==> config.mk <==
export PLATFORM = sky130hd
export DESIGN_NAME = serial_provisioning_line_parser_unit
export DESIGN_NICKNAME = d
export VERILOG_FILES = /design/src/hw/rtl/spl_pkg.sv /design/src/hw/rtl/spl_line_ram.sv /design/src/hw/rtl/spl_value_ram.sv /design/src/hw/rtl/serial_provisioning_line_parser_unit.sv
export VERILOG_INCLUDE_DIRS = /design/src /design/src/hw/rtl
export SDC_FILE = /design/constraint.sdc
export NUM_CORES = 2
export LEC_CHECK = 0
export BUFFER_PORTS_ARGS = -buffer_cell sky130_fd_sc_hd__buf_2
export CAP_MARGIN = 40
export CELL_PAD_IN_SITES_DETAIL_PLACEMENT = 1
export CELL_PAD_IN_SITES_GLOBAL_PLACEMENT = 2
export CORE_MARGIN = 2
export CORE_UTILIZATION = 53
export DETAILED_ROUTE_END_ITERATION = 10
export HOLD_SLACK_MARGIN = 0.1
export PLACE_DENSITY_LB_ADDON = 0.3
export SETUP_SLACK_MARGIN = 0.3
export SLEW_MARGIN = 20
export SYNTH_ARGS = -nofsm -noshare
export SYNTH_HDL_FRONTEND = slang
export SYNTH_HIERARCHICAL = 1
export SYNTH_SLANG_ARGS = --single-unit
==> constraint.sdc <==
create_clock -name clock -period 14.6 [get_ports clock]
set_input_delay 2.92 -clock clock [delete_from_list [all_inputs] [get_ports clock]]
set_output_delay 2.92 -clock clock [all_outputs]
set_load 0.005 [all_outputs]
==> src/hw/rtl/serial_provisioning_line_parser_unit_assert.svh <==
// Assertion macros for the provisioning line parser.
`ifndef SERIAL_PROVISIONING_LINE_PARSER_UNIT_ASSERT_SVH
`define SERIAL_PROVISIONING_LINE_PARSER_UNIT_ASSERT_SVH
`ifndef SYNTHESIS
`define SPL_ASSERT_IMPL(label, clk, rst, cond) \
   label: assert property (@(posedge clk) disable iff (rst) (cond)) else $error("%m: check failed");
`define SPL_ASSERT_NEXT(label, clk, rst, pre, post) \
   label: assert property (@(posedge clk) disable iff (rst) (pre) |=> (post)) else $error("%m: check failed");
`else
`define SPL_ASSERT_IMPL(label, clk, rst, cond)
`define SPL_ASSERT_NEXT(label, clk, rst, pre, post)
`endif
`endif

==> src/hw/rtl/spl_pkg.sv <==
`default_nettype none
package spl_pkg;
   localparam int LINE_BYTES_DEF  = 256;
   localparam int TOKEN_CHARS_DEF = 64;
   localparam int NAME_MAX_DEF    = 32;
   localparam int PASS_MAX_DEF    = 64;

   localparam int TOKEN_PFX_LEN = 14;
   localparam int WIFI_PFX_LEN  = 18;

   // Message codes of a result beat.
   localparam logic [3:0] MSG_READY     = 4'd0;
   localparam logic [3:0] MSG_TOKEN_OK  = 4'd1;
   localparam logic [3:0] MSG_TOKEN_LEN = 4'd2;
   localparam logic [3:0] MSG_TOKEN_HEX = 4'd3;
   localparam logic [3:0] MSG_NAME_OK   = 4'd4;
   localparam logic [3:0] MSG_NAME_LEN  = 4'd5;
   localparam logic [3:0] MSG_PASS_OK   = 4'd6;
   localparam logic [3:0] MSG_PASS_LONG = 4'd7;
   localparam logic [3:0] MSG_UNEXPECT  = 4'd8;
   localparam logic [3:0] MSG_DONE      = 4'd9;
   localparam logic [3:0] MSG_TIMEOUT   = 4'd10;
   localparam logic [3:0] MSG_READ      = 4'd11;

   localparam logic [0:0] CSR_TIMEOUT  = 1'd0;
   localparam logic [0:0] CSR_INTERVAL = 1'd1;

   localparam logic [1:0] SEL_TOKEN = 2'd0;
   localparam logic [1:0] SEL_NAME  = 2'd1;
   localparam logic [1:0] SEL_PASS  = 2'd2;

   typedef enum logic [3:0] {
      ST_IDLE,
      ST_READ,
      ST_POLL,
      ST_SCAN,
      ST_CHECK,
      ST_COPY,
      ST_CLEAR,
      ST_EMIT
   } state_type;

   // Which prefix a scanned line still matches.
   typedef struct packed {
      logic tok;
      logic nam;
      logic pas;
   } match_type;

   function automatic logic [7:0] pfx_char(input logic [1:0] which, input logic [4:0] i);
      logic [7:0] c;
      c = 8'd0;
      unique case (i)
         5'd0: c = 8'd86;  5'd1: c = 8'd73;  5'd2: c = 8'd69;  5'd3: c = 8'd87;
         5'd4: c = 8'd79;  5'd5: c = 8'd87;  5'd6: c = 8'd76;  5'd7: c = 8'd95;
         default: begin
            if (which == SEL_TOKEN) begin
               unique case (i)
                  5'd8: c = 8'd84;  5'd9: c = 8'd79;  5'd10: c = 8'd75;
                  5'd11: c = 8'd69; 5'd12: c = 8'd78; 5'd13: c = 8'd58;
                  default: c = 8'd0;
               endcase
            end else begin
               unique case (i)
                  5'd8: c = 8'd87;  5'd9: c = 8'd73;  5'd10: c = 8'd70;
                  5'd11: c = 8'd73; 5'd12: c = 8'd95;
                  5'd13: c = (which == SEL_NAME) ? 8'd83 : 8'd80;
                  5'd14: c = (which == SEL_NAME) ? 8'd83 : 8'd65;
                  5'd15: c = (which == SEL_NAME) ? 8'd73 : 8'd83;
                  5'd16: c = (which == SEL_NAME) ? 8'd68 : 8'd83;
                  5'd17: c = 8'd58;
                  default: c = 8'd0;
               endcase
            end
         end
      endcase
      return c;
   endfunction

   function automatic logic is_hex(input logic [7:0] c);
      return (c >= 8'd48 && c <= 8'd57) || (c >= 8'd97 && c <= 8'd102) ||
             (c >= 8'd65 && c <= 8'd70);
   endfunction
endpackage
`default_nettype wire

==> src/hw/rtl/spl_line_ram.sv <==
`default_nettype none
module spl_line_ram #(
   parameter int DEPTH = 256
) (
   input  wire                      clock,
   input  wire                      wr_en,
   input  wire  [$clog2(DEPTH)-1:0] wr_addr,
   input  wire  [7:0]               wr_data,
   input  wire  [$clog2(DEPTH)-1:0] rd_addr,
   output logic [7:0]               rd_data
);
   logic [7:0] mem [DEPTH];

   // Line bytes in a simple dual-port style buffer with a registered read.
   always_ff @(posedge clock) begin
      if (wr_en) begin
         mem[wr_addr] <= wr_data;
      end
      rd_data <= mem[rd_addr];
   end
endmodule
`default_nettype wire

==> src/hw/rtl/spl_value_ram.sv <==
`default_nettype none
module spl_value_ram (
   input  wire        clock,
   input  wire        wr_en,
   input  wire  [7:0] wr_addr,
   input  wire  [7:0] wr_data,
   input  wire  [7:0] rd_addr,
   output logic [7:0] rd_data
);
   // Stored values: token at 0, name at 64, password at 128.
   logic [7:0] mem [192];

   always_ff @(posedge clock) begin
      if (wr_en) begin
         mem[wr_addr] <= wr_data;
      end
      rd_data <= mem[rd_addr];
   end
endmodule
`default_nettype wire

==> src/hw/rtl/serial_provisioning_line_parser_unit.sv <==
`default_nettype none
// Serial provisioning line parser. Each request beat is a poll carrying an optional
// received byte, or a read of one stored value character. A read addresses the value
// memory when taken and answers from the emit step after the read step; a poll with an
// ordinary byte passes the poll step, then the emit step. A newline walks the stored
// line through the line memory one byte a cycle; an accepted value is then copied
// into its 64-byte slot of the value memory. Response stalls hold the emit step. After
// reset a clearing pass zeroes all 192 bytes of the value memory before the first
// request beat is taken. Up to three response beats follow one poll, the final one
// marked by rsp_last.
module serial_provisioning_line_parser_unit
   import spl_pkg::*;
#(
   parameter int LINE_BYTES  = spl_pkg::LINE_BYTES_DEF,
   parameter int TOKEN_CHARS = spl_pkg::TOKEN_CHARS_DEF,
   parameter int NAME_MAX    = spl_pkg::NAME_MAX_DEF,
   parameter int PASS_MAX    = spl_pkg::PASS_MAX_DEF
) (
   input  wire         clock,
   input  wire         reset,
   input  wire         req_valid,
   output logic        req_stall,
   input  wire  [0:0]  req_operation,
   input  wire  [0:0]  req_byte_valid,
   input  wire  [7:0]  req_rx_byte,
   input  wire  [1:0]  req_read_which,
   input  wire  [5:0]  req_read_index,
   output logic        rsp_valid,
   input  wire         rsp_stall,
   output logic [3:0]  rsp_message,
   output logic [7:0]  rsp_read_char,
   output logic [6:0]  rsp_value_length,
   output logic        rsp_last,
   input  wire         csr_write,
   input  wire  [0:0]  csr_index,
   input  wire  [23:0] csr_data
);
   `include "serial_provisioning_line_parser_unit_assert.svh"

   localparam int LW = $clog2(LINE_BYTES);
   localparam int LCW = LW + 1;

   state_type state_ff, state_in;
   logic [23:0] timeout_ff;
   logic [9:0]  interval_ff;
   logic [LCW-1:0] line_len_ff, line_len_in;
   logic [23:0] elapsed_ff, elapsed_in;
   logic [9:0]  since_ff, since_in;
   logic [6:0]  name_len_ff, name_len_in, pass_len_ff, pass_len_in;
   logic [2:0]  have_ff, have_in;
   logic        fin_ff, fin_in;
   logic [LCW-1:0] idx_ff, idx_in, eff_ff, eff_in;
   match_type   match_ff, match_in;
   logic        hexok_ff, hexok_in;
   logic        rdvalid_ff, rdvalid_in;
   logic [7:0]  clr_ff, clr_in;
   logic [1:0]  sel_ff, sel_in;
   logic [6:0]  vlen_ff, vlen_in;
   logic [6:0]  ridx_ff, ridx_in;
   // Pending response beats: three slots of message code.
   logic [3:0]  q_msg_ff [3], q_msg_in [3];
   logic [1:0]  q_cnt_ff, q_cnt_in, q_pos_ff, q_pos_in;
   logic [7:0]  q_char_ff, q_char_in;
   logic [6:0]  q_len_ff, q_len_in;
   logic [7:0]  rx_ff, rx_in;
   logic        bv_ff, bv_in;

   logic            lw_en, vw_en;
   logic [LW-1:0]   lw_addr, lr_addr;
   logic [7:0]      lw_data, lr_data, vw_addr, vw_data, vr_addr, vr_data;

   spl_line_ram #(.DEPTH(LINE_BYTES)) u_line (
      .clock(clock), .wr_en(lw_en), .wr_addr(lw_addr), .wr_data(lw_data),
      .rd_addr(lr_addr), .rd_data(lr_data)
   );
   spl_value_ram u_value (
      .clock(clock), .wr_en(vw_en), .wr_addr(vw_addr), .wr_data(vw_data),
      .rd_addr(vr_addr), .rd_data(vr_data)
   );

   // Configuration registers.
   always_ff @(posedge clock) begin
      if (reset) begin
         timeout_ff  <= 24'd1200;
         interval_ff <= 10'd60;
      end else if (csr_write) begin
         unique case (csr_index)
            CSR_TIMEOUT:  timeout_ff  <= csr_data;
            CSR_INTERVAL: interval_ff <= csr_data[9:0];
            default: ;
         endcase
      end
   end

   always_ff @(posedge clock) begin
      if (reset) begin
         state_ff <= ST_CLEAR;
         line_len_ff <= '0; elapsed_ff <= '0; since_ff <= '0;
         name_len_ff <= '0; pass_len_ff <= '0; have_ff <= '0; fin_ff <= 1'b0;
         q_cnt_ff <= '0; q_pos_ff <= '0; clr_ff <= '0;
      end else begin
         state_ff <= state_in;
         line_len_ff <= line_len_in; elapsed_ff <= elapsed_in; since_ff <= since_in;
         name_len_ff <= name_len_in; pass_len_ff <= pass_len_in; have_ff <= have_in;
         fin_ff <= fin_in; q_cnt_ff <= q_cnt_in; q_pos_ff <= q_pos_in; clr_ff <= clr_in;
      end
      idx_ff <= idx_in; eff_ff <= eff_in; match_ff <= match_in; hexok_ff <= hexok_in;
      rdvalid_ff <= rdvalid_in; sel_ff <= sel_in; vlen_ff <= vlen_in; ridx_ff <= ridx_in;
      q_msg_ff <= q_msg_in; q_char_ff <= q_char_in; q_len_ff <= q_len_in;
      rx_ff <= rx_in; bv_ff <= bv_in;
   end

   logic [LCW-1:0] vlen_w;
   logic [7:0]     base_w;
   logic [7:0]     cpos_w;
   logic [7:0]     pc_w;
   logic [23:0]    el_next;

   // Sequencer: clear, idle, read, poll, line scan, check, copy and emit steps.
   always_comb begin
      state_in = state_ff;
      line_len_in = line_len_ff; elapsed_in = elapsed_ff; since_in = since_ff;
      name_len_in = name_len_ff; pass_len_in = pass_len_ff; have_in = have_ff;
      fin_in = fin_ff; idx_in = idx_ff; eff_in = eff_ff; match_in = match_ff;
      hexok_in = hexok_ff; rdvalid_in = rdvalid_ff; clr_in = clr_ff; sel_in = sel_ff;
      vlen_in = vlen_ff; ridx_in = ridx_ff; q_msg_in = q_msg_ff; q_cnt_in = q_cnt_ff;
      q_pos_in = q_pos_ff; q_char_in = q_char_ff; q_len_in = q_len_ff;
      rx_in = rx_ff; bv_in = bv_ff;
      lw_en = 1'b0; lw_addr = line_len_ff[LW-1:0]; lw_data = rx_ff;
      lr_addr = idx_ff[LW-1:0];
      vw_en = 1'b0; vw_addr = clr_ff; vw_data = 8'd0; vr_addr = 8'd0;
      req_stall = 1'b1;
      rsp_valid = 1'b0;
      vlen_w = '0; base_w = 8'd0; cpos_w = 8'd0; pc_w = 8'd0;
      el_next = elapsed_ff;
      unique case (state_ff)
         ST_CLEAR: begin
            vw_en = 1'b1;
            vw_addr = clr_ff;
            clr_in = clr_ff + 8'd1;
            if (clr_ff == 8'd191) begin
               state_in = ST_IDLE;
            end
         end
         ST_IDLE: begin
            req_stall = 1'b0;
            q_cnt_in = '0; q_pos_in = '0; q_char_in = 8'd0; q_len_in = 7'd0;
            rx_in = req_rx_byte; bv_in = req_byte_valid[0];
            sel_in = req_read_which;
            if (req_valid) begin
               if (req_operation[0]) begin
                  // Read beat: address the value memory now.
                  unique case (req_read_which)
                     SEL_TOKEN: begin
                        rdvalid_in = 32'(req_read_index) < TOKEN_CHARS;
                        vlen_in = have_ff[0] ? 7'(TOKEN_CHARS) : 7'd0;
                        vr_addr = {2'b00, req_read_index};
                     end
                     SEL_NAME: begin
                        rdvalid_in = 32'(req_read_index) < NAME_MAX;
                        vlen_in = name_len_ff;
                        vr_addr = {2'b01, req_read_index};
                     end
                     SEL_PASS: begin
                        rdvalid_in = 32'(req_read_index) < PASS_MAX;
                        vlen_in = pass_len_ff;
                        vr_addr = {2'b10, req_read_index};
                     end
                     default: begin
                        rdvalid_in = 1'b0;
                        vlen_in = 7'd0;
                     end
                  endcase
                  state_in = ST_READ;
               end else if (!fin_ff) begin
                  state_in = ST_POLL;
               end
            end
         end
         ST_READ: begin
            q_msg_in[0] = MSG_READ;
            q_char_in = rdvalid_ff ? vr_data : 8'd0;
            q_len_in = vlen_ff;
            q_cnt_in = 2'd1;
            state_in = ST_EMIT;
         end
         ST_POLL: begin
            if (elapsed_ff >= timeout_ff) begin
               q_msg_in[0] = MSG_TIMEOUT; q_cnt_in = 2'd1; fin_in = 1'b1;
               state_in = ST_EMIT;
            end else begin
               // A beacon restarts the interval count, which then advances by one.
               if (elapsed_ff == 24'd0 || since_ff >= interval_ff) begin
                  q_msg_in[0] = MSG_READY; q_cnt_in = 2'd1;
                  since_in = 10'd1;
               end else if (since_ff != 10'h3FF) begin
                  since_in = since_ff + 10'd1;
               end
               el_next = (elapsed_ff != 24'hFFFFFF) ? elapsed_ff + 24'd1 : elapsed_ff;
               elapsed_in = el_next;
               state_in = ST_EMIT;
               if (bv_ff && rx_ff != 8'd13) begin
                  if (rx_ff == 8'd10) begin
                     idx_in = '0; eff_in = '0;
                     match_in = '{tok: 1'b1, nam: 1'b1, pas: 1'b1};
                     hexok_in = 1'b1;
                     state_in = ST_SCAN;
                  end else if (32'(line_len_ff) < LINE_BYTES - 1) begin
                     lw_en = 1'b1;
                     line_len_in = line_len_ff + 1'b1;
                  end else begin
                     line_len_in = '0;
                  end
               end
               if (state_in == ST_EMIT && el_next >= timeout_ff) begin
                  q_msg_in[q_cnt_in] = MSG_TIMEOUT;
                  q_cnt_in = q_cnt_in + 2'd1;
                  fin_in = 1'b1;
               end
            end
         end
         ST_SCAN: begin
            // The byte of address idx is seen in the cycle after it is presented. idx_ff
            // is the next address, eff_ff counts bytes already checked.
            lr_addr = idx_ff[LW-1:0];
            if (idx_ff != eff_ff) begin
               if (lr_data == 8'd0) begin
                  state_in = ST_CHECK;
               end else begin
                  pc_w = 8'(eff_ff);
                  if (32'(eff_ff) < TOKEN_PFX_LEN) begin
                     if (lr_data != pfx_char(SEL_TOKEN, pc_w[4:0])) match_in.tok = 1'b0;
                  end else if (!is_hex(lr_data)) begin
                     hexok_in = 1'b0;
                  end
                  if (32'(eff_ff) < WIFI_PFX_LEN) begin
                     if (lr_data != pfx_char(SEL_NAME, pc_w[4:0])) match_in.nam = 1'b0;
                     if (lr_data != pfx_char(SEL_PASS, pc_w[4:0])) match_in.pas = 1'b0;
                  end
                  eff_in = eff_ff + 1'b1;
                  if (idx_ff < line_len_ff) begin
                     idx_in = idx_ff + 1'b1;
                  end else begin
                     state_in = ST_CHECK;
                  end
               end
            end else if (idx_ff < line_len_ff) begin
               idx_in = idx_ff + 1'b1;
            end else begin
               state_in = ST_CHECK;
            end
         end
         ST_CHECK: begin
            line_len_in = '0;
            state_in = ST_EMIT;
            if (eff_ff != '0) begin
               if (match_ff.tok && 32'(eff_ff) >= TOKEN_PFX_LEN) begin
                  if (32'(eff_ff) != TOKEN_PFX_LEN + TOKEN_CHARS) begin
                     q_msg_in[q_cnt_ff] = MSG_TOKEN_LEN; q_cnt_in = q_cnt_ff + 2'd1;
                  end else if (!hexok_ff) begin
                     q_msg_in[q_cnt_ff] = MSG_TOKEN_HEX; q_cnt_in = q_cnt_ff + 2'd1;
                  end else begin
                     sel_in = SEL_TOKEN; vlen_in = 7'(TOKEN_CHARS);
                     state_in = ST_COPY;
                  end
               end else if (match_ff.nam && 32'(eff_ff) >= WIFI_PFX_LEN) begin
                  vlen_w = eff_ff - LCW'(WIFI_PFX_LEN);
                  if (vlen_w == '0 || 32'(vlen_w) > NAME_MAX) begin
                     q_msg_in[q_cnt_ff] = MSG_NAME_LEN; q_cnt_in = q_cnt_ff + 2'd1;
                  end else begin
                     sel_in = SEL_NAME; vlen_in = 7'(vlen_w);
                     state_in = ST_COPY;
                  end
               end else if (match_ff.pas && 32'(eff_ff) >= WIFI_PFX_LEN) begin
                  vlen_w = eff_ff - LCW'(WIFI_PFX_LEN);
                  if (32'(vlen_w) > PASS_MAX) begin
                     q_msg_in[q_cnt_ff] = MSG_PASS_LONG; q_cnt_in = q_cnt_ff + 2'd1;
                  end else begin
                     sel_in = SEL_PASS; vlen_in = 7'(vlen_w);
                     state_in = ST_COPY;
                  end
               end else begin
                  q_msg_in[q_cnt_ff] = MSG_UNEXPECT; q_cnt_in = q_cnt_ff + 2'd1;
               end
            end
            idx_in = (sel_in == SEL_TOKEN) ? LCW'(TOKEN_PFX_LEN) : LCW'(WIFI_PFX_LEN);
            ridx_in = 7'd0;
            if (state_in == ST_EMIT && elapsed_ff >= timeout_ff) begin
               q_msg_in[q_cnt_in] = MSG_TIMEOUT; q_cnt_in = q_cnt_in + 2'd1;
               fin_in = 1'b1;
            end
         end
         ST_COPY: begin
            // Read line byte at idx; write the previous one into the value slot.
            lr_addr = idx_ff[LW-1:0];
            base_w = (sel_ff == SEL_TOKEN) ? 8'd0 : ((sel_ff == SEL_NAME) ? 8'd64 : 8'd128);
            cpos_w = 8'(ridx_ff) - 8'd1;
            idx_in = idx_ff + 1'b1;
            ridx_in = ridx_ff + 7'd1;
            if (ridx_ff != 7'd0) begin
               vw_en = 1'b1;
               vw_addr = base_w + cpos_w;
               vw_data = ({1'b0, cpos_w[5:0]} < vlen_ff) ? lr_data : 8'd0;
            end
            if (ridx_ff != 7'd0 && cpos_w[5:0] == 6'd63) begin
               q_msg_in[q_cnt_ff] = (sel_ff == SEL_TOKEN) ? MSG_TOKEN_OK :
                                    ((sel_ff == SEL_NAME) ? MSG_NAME_OK : MSG_PASS_OK);
               q_cnt_in = q_cnt_ff + 2'd1;
               have_in = have_ff | ((sel_ff == SEL_TOKEN) ? 3'b001 :
                                    ((sel_ff == SEL_NAME) ? 3'b010 : 3'b100));
               if (sel_ff == SEL_NAME) name_len_in = vlen_ff;
               if (sel_ff == SEL_PASS) pass_len_in = vlen_ff;
               if (have_in == 3'b111) begin
                  q_msg_in[q_cnt_in] = MSG_DONE; q_cnt_in = q_cnt_in + 2'd1;
                  fin_in = 1'b1;
               end else if (elapsed_ff >= timeout_ff) begin
                  q_msg_in[q_cnt_in] = MSG_TIMEOUT; q_cnt_in = q_cnt_in + 2'd1;
                  fin_in = 1'b1;
               end
               state_in = ST_EMIT;
            end
         end
         ST_EMIT: begin
            if (q_pos_ff == q_cnt_ff) begin
               state_in = ST_IDLE;
            end else begin
               rsp_valid = 1'b1;
               if (!rsp_stall) begin
                  q_pos_in = q_pos_ff + 2'd1;
                  if (q_pos_in == q_cnt_ff) state_in = ST_IDLE;
               end
            end
         end
         default: state_in = ST_IDLE;
      endcase
   end

   assign rsp_message = q_msg_ff[q_pos_ff];
   assign rsp_read_char = q_char_ff;
   assign rsp_value_length = q_len_ff;
   assign rsp_last = (q_pos_ff + 2'd1) == q_cnt_ff;

   // Response beats only leave from the emit step, and never beyond the queue.
   `SPL_ASSERT_IMPL(a_rsp_in_emit, clock, reset, !rsp_valid || state_ff == ST_EMIT)
   `SPL_ASSERT_IMPL(a_queue_bound, clock, reset, q_pos_ff <= q_cnt_ff && q_cnt_ff <= 2'd3)
   `SPL_ASSERT_NEXT(a_fin_sticky, clock, reset, fin_ff, fin_ff)
endmodule
`default_nettype wire
== Yosys cells after proc, flatten, opt, wreduce, memory -nomap -nowiden ==
Memories as Yosys holds them, arrays and structs flattened. A register that Yosys moved wholly into a read port is not among the register bits.
Cells that the tools add are included.

* $add $sub $neg: 15
* Bitwise logic cells: 35
* Equality and inequality tests: 73
* Multiplexer cells: 201
* Reductions and logical operators: 63
* Magnitude comparators: 28

{| class="wikitable"
|+ Operators by type and width
! kind !! number
|-
| two-way mux 8 bit || 24
|-
| two-way mux 12 bit || 14
|-
| two-way mux 4 bit || 28
|-
| one-hot mux 8 bit (7 select lines) || 2
|-
| two-way mux 9 bit || 12
|-
| two-way mux 7 bit || 11
|-
| two-way mux 2 bit || 36
|-
| one-hot mux 7 bit (7 select lines) || 1
|-
| greater-or-equal comparator 24 bit || 2
|-
| one-hot mux 8 bit (3 select lines) || 2
|-
| != test 2 bit, second input constant || 22
|-
| one-hot mux 7 bit (2 select lines) || 3
|-
| one-hot mux 7 bit (6 select lines) || 1
|-
| bitwise AND 6 bit || 6
|-
| inverter 6 bit || 6
|-
| bitwise OR 6 bit || 6
|-
| one-hot mux 9 bit (2 select lines) || 2
|-
| one-hot mux 9 bit (4 select lines) || 1
|-
| demux 4 bit (select 2 bit) || 4
|-
| one-hot mux 4 bit (8 select lines) || 1
|-
| AND reduction 8 bit || 4
|-
| equality test 5 x 4 -> 1 bit, second input constant || 6
|-
| two-way mux 1 bit || 30
|-
| two-way mux 3 bit || 10
|-
| other kinds (89) || 181
|}

* Memory bits (read-only): 448
* Memories: 4
* RAM bits: 3584
* Input port bits: 48
* Register bits after elaboration: 186

{| class="wikitable"
|+ Memories
! name !! words !! width !! read ports !! clocked after Yosys merged registers in !! write ports !! RTL line !! RTL
|-
| u_line.mem || 256 || 8 || 1 || 1 || 1 || spl_line_ram.sv:12 || <nowiki>logic [7:0] mem [DEPTH];</nowiki>
|-
| u_value.mem || 192 || 8 || 1 || 1 || 1 || spl_value_ram.sv:11 || <nowiki>logic [7:0] mem [192];</nowiki>
|-
| (no name shown) || 32 || 7 || 1 || 1 || 0 || spl_pkg.sv:64 || <nowiki>unique case (i)</nowiki>
|-
| (no name shown) || 32 || 7 || 1 || 1 || 0 || spl_pkg.sv:64 ||
|}

== Longest topological paths before layout ==
* Word-level depth: 17
* Depth in mapped cells: 18
* Mapped depth without buffers: 16

== By module ==
Netlist, hierarchy kept.

{| class="wikitable"
|+ By module, submodules not included
! module !! times used !! area each (µm²) !! cells each
|-
| spl_line_ram || 1 || 79556.3 || 3733
|-
| spl_value_ram || 1 || 59930.0 || 2818
|-
| serial_provisioning_line_parser_unit || 1 || 13744.4 || 1650
|}

== Worst setup path before layout ==
OpenSTA, ideal clock, no wires.

* Kind: reg-to-reg
* From: reg rx_ff[0], in the netlist lw_data[0]
* To: mem u_line.mem[234][0], enable pin
* Setup slack: 8.617 ns
* Data arrival time: 5.613 ns
* Path buffers: 3
* Clock period less this slack: 5.983 ns
* Stages on the path, launching flop included: 10
* Path through: edfxtp_1 nor2_1 a21oi_1 o21ai_0 nor3b_2 clkbuf_1 buf_1 nand3_1 clkbuf_1 nor2_1

* Longest elaborated chain between the ends: 7
* Elaborated cells on any way between the ends: 9
* Classes of those cells: eq/ne: 2; mux: 6; reduce/logical: 1

{| class="wikitable"
|+ Ends and longest elaborated chain
! what !! RTL line !! RTL
|-
| start, declared || serial_provisioning_line_parser_unit.sv:65 || <nowiki>logic [7:0] rx_ff, rx_in;</nowiki>
|-
| start signal, assigned || serial_provisioning_line_parser_unit.sv:110 || <nowiki>rx_ff <= rx_in; bv_ff <= bv_in;</nowiki>
|-
| equality test 8 x 4 -> 1 bit / != test 8 x 4 -> 1 bit (equally long branches) || serial_provisioning_line_parser_unit.sv:203, serial_provisioning_line_parser_unit.sv:202 ||
|-
| two-way mux 1 bit / logical AND 1 bit (equally long branches) || serial_provisioning_line_parser_unit.sv:203, serial_provisioning_line_parser_unit.sv:202 ||
|-
| two-way mux 1 bit (*) || serial_provisioning_line_parser_unit.sv:202 || <nowiki>if (bv_ff && rx_ff != 8'd13) begin</nowiki>
|-
| two-way mux 1 bit (*) || serial_provisioning_line_parser_unit.sv:188 || <nowiki>if (elapsed_ff >= timeout_ff) begin</nowiki>
|-
| two-way mux 1 bit (*) || serial_provisioning_line_parser_unit.sv:136 || <nowiki>unique case (state_ff)</nowiki>
|-
| net lw_en || serial_provisioning_line_parser_unit.sv:68 || <nowiki>logic lw_en, vw_en;</nowiki>
|-
| two-way mux 1 bit (*) || spl_line_ram.sv:16 || <nowiki>if (wr_en) begin</nowiki>
|-
| two-way mux 1 bit (implied by the code) (*) || spl_line_ram.sv:17 || <nowiki>mem[wr_addr] <= wr_data;</nowiki>
|-
| end, declared || spl_line_ram.sv:12 ||
|}

Mark *: on every way through the listed nets, which the timed path passes. The rest lies on a longest branch.

== Worst setup path in the final report ==
* From: in req_operation
* To: reg u_value.rd_data[1] (read register of u_value.mem)

* Longest elaborated chain between the ends: 3

{| class="wikitable"
|+ Ends and longest elaborated chain
! what !! RTL line !! RTL
|-
| start, declared || serial_provisioning_line_parser_unit.sv:23 || <nowiki>input wire [0:0] req_operation,</nowiki>
|-
| two-way mux 8 bit || serial_provisioning_line_parser_unit.sv:151 || <nowiki>if (req_operation[0]) begin</nowiki>
|-
| two-way mux 8 bit || serial_provisioning_line_parser_unit.sv:150 || <nowiki>if (req_valid) begin</nowiki>
|-
| two-way mux 8 bit || serial_provisioning_line_parser_unit.sv:136 ||
|-
| net vr_addr[0] || serial_provisioning_line_parser_unit.sv:70 || <nowiki>logic [7:0] lw_data, lr_data, vw_addr, vw_data, vr_addr, vr_data;</nowiki>
|-
| end, declared || spl_value_ram.sv:8 || <nowiki>output logic [7:0] rd_data</nowiki>
|}

The timed path passes the listed nets, and every way through them passes these cells.
A chain may end at the register's enable or synchronous reset.

==> results.tsv <==
metric	value	unit
ANT nets after route	0	
Seq cells post-synth	3798	
wire per inst	32.8	um
top routing layer in use	met5	
WP data required	15.44	ns
Core Box Area	288000	sq um
pin count of the biggest net entering global routing	197	
Setup violations, final	0	
post-CTS setup buffers	0	
RSZ-0062 raised after global routing	false	
grt ovf	0	
Root Buffer	clkbuf_16	
largest area contributor in the netlist	edfxtp_1	
synth warn	6	
Worst path top cell family by delay	buffers and inverters	
final hold violations	0	
total number of vias	83789	
Final HPWL DP	262000	um
Worst Hold Class	reg -> reg	
DR pass1 iterations	6	
FMAX	0.144	GHz
met2 WL	203000	um
CP max stage delay	0.75	ns
Post-synth EDFFs	3659	
startpoint types	input pin	
minimum clock period	6.96	ns
pins over their slew limit	0	
Primary FF master, synth	edfxtp_1	
post_cts resized	0	
final setup TNS	0	ns
global-route wire length before repair	610000	um
Total Wirelength	420000	um
Worst Path Max Fanout	107	
clk sinks	3798	
Post-synth top cells	3,659 x edfxtp_1, 811 x mux4_2, 653 x nor2_1	
Die W	542	um
CTS tree	yes	
clock skew	0.0910	ns
layout cell share with drive strength beyond 1	0.227	
Avg Synthesized Cell Area	18.7	sq um
CTS H-tree depth	5	
ranking of synthesized cells by area	edfxtp_1 72%, mux4_2 12%, mux2i_1 1.9%, dfxtp_1 1.8%, nor2_1 1.6%	
RePlAce Congestion	0.870	
routed wl met3	37700	um
Final period util	0.477	
Worst-path clk slew	0.06	ns
DR iter-0 viols	10365	
outcome	complete, no violations	
Yosys top cell area share	0.717	
Max Cap Violations	0	
Starting Density	0.532	
Async SR Flop Fraction	0	
initial antenna violation count	15	
Synth Instances	8201	
Vert. Die Dim	542	um
Max VDD drop	0.124	mV
area delta synth->final	13.1	%
hold_buf cts	0	
leakage power	54.3	nW
Yosys cell types	99	
Finished Layout Cells	12789	
wl on met1	168000	um
critical path data arrival time	7.80	ns
# IOs	70	
Crit path buffers/inverters	4	
most common cell in the netlist	edfxtp_1	
vias per cell	6.55	
worst path cell trace	buf_2, nand3_1, a21oi_2, buf_6, and2_4, buf_12, buf_4, mux4_2, mux2i_1, nor3_1, a311oi_1, nor3_1, o31a_1	
Inst Count DP	11929	
row cnt	197	
mapped cell area	153000	sq um
IO buf count	69	
Post-Syn Nets	8351	
Crit Path Class	in -> reg	
Seq/Total Area, Yosys	0.735	
CP dominant cell by count	nor3_1	
Num CTS Buffers	385	
CTS Buffer Depth	4	
crit path max-delay cell type	buf_4	
Nets	8839	
drc violations	0	
Worst-Skew Late Latency	0.96	ns
relative max-transition margin	0.140	
GRT Overall Usage	0.284	
worst slew pin tran	1.29	ns
number of global-route vias before repair	86314	
Pwr Density	134	nW/um^2
die area	293000	sq um
Worst setup EP type	flip-flop	
## tightest hold or removal path: cells and delay by family (launching register included)
kind               cells  cell delay, ns
AOI/OAI and AO/OA      1            0.05
DFF                    1            0.31
and+or+nand+nor        1            0.05
## kinds of logic after synthesis
family | synth area share
buf+inv | 0.0198
other cells | 0.0000245
compound gates | 0.0458
flops | 0.735
simple gates | 0.0449
mux | 0.140
xor+xnor | 0.00617
fa+ha+maj | 0.00833
## where the power goes
group          total [mW]  leakage [nW]  internal, mW  switching [mW]
sequential           11.9          34.0          11.9          0.0596
clock                9.88          6.12          5.64            4.24
combinational        1.36          14.2         0.501           0.856
## metrics by stage
stage	util	area (sq um)	setup slack, ns	power (mW)	hold slack, ns
6_report	0.602	173000	7.64	23.2	0.456
5_1_grt	0.602	173000	7.31	23.7	0.478
4_1_cts	0.596	172000	7.70	23.3	0.457
3_5_place_dp	0.553	159000	6.73	13.5	0.449
3_3_place_gp	0.546	157000	6.12	13.4	0.444
2_1_floorplan	-	153000	8.62	13.0	0.427
## final timing paths
kind	start	endpoint	slack (ns)	cells after the start
setup reg to reg	state_ff[0]$_SDFFE_PP0P_	u_value/rd_data[1]$_DFF_P_	8.00	16
setup / recovery	req_operation	u_value/rd_data[1]$_DFF_P_	7.64	13
hold reg to reg	timeout_ff[8]$_SDFFE_PP0P_	timeout_ff[8]$_SDFFE_PP0P_	0.46	2
hold / removal	timeout_ff[8]$_SDFFE_PP0P_	timeout_ff[8]$_SDFFE_PP0P_	0.46	2
## cells in the final DEF (no fill, tap or decap), drive strengths merged, types with 35 or more instances in the layout
master / count
nor2b: 65
nand3: 119
mux2i: 293
a221oi: 41
a21oi: 252
nand2: 259
clkinv: 180
nor3: 89
o221ai: 85
mux4: 813
nand2b: 36
nand4: 40
nor4: 45
bufinv: 39
buf: 569
a22oi: 192
dfxtp: 139
edfxtp: 3659
and2: 52
o21ai: 119
o22ai: 60
a211oi: 42
xnor2: 64
xor2: 44
nor2: 654
o211ai: 35
ha: 102
clkbuf: 465
inv: 104
## sequential cells by signal, summed over array words and instances (netlist names), 8 cells and up, named ones only
signal,cells
u_line/mem,2048
u_value/mem,1536
elapsed_ff,24
timeout_ff,24
q_msg_ff,12
interval_ff,10
since_ff,10
eff_ff,9
idx_ff,9
line_len_ff,9
clr_ff,8
lw_data,8
rsp_read_char,8
u_line/rd_data,8
u_value/rd_data,8
## cell type report
class / count / area [sq um]
fill: 24656 / 115000
clock inverter: 245 / 2480
tap: 3781 / 4730
timing repair buffer: 578 / 5230
clock buffer: 457 / 10100
multi-input combinational: 3830 / 37700
antenna: 4 / 10.0
inverter: 96 / 360
sequential: 3798 / 113000
## metal layers
metal	global-route usage	up-vias
met2	0.453	4091
li1	-	34457
met1	0.409	44564
met5	0	-
met4	0.0783	4
met3	0.0485	673
Power figures use the tool's default switching activity.
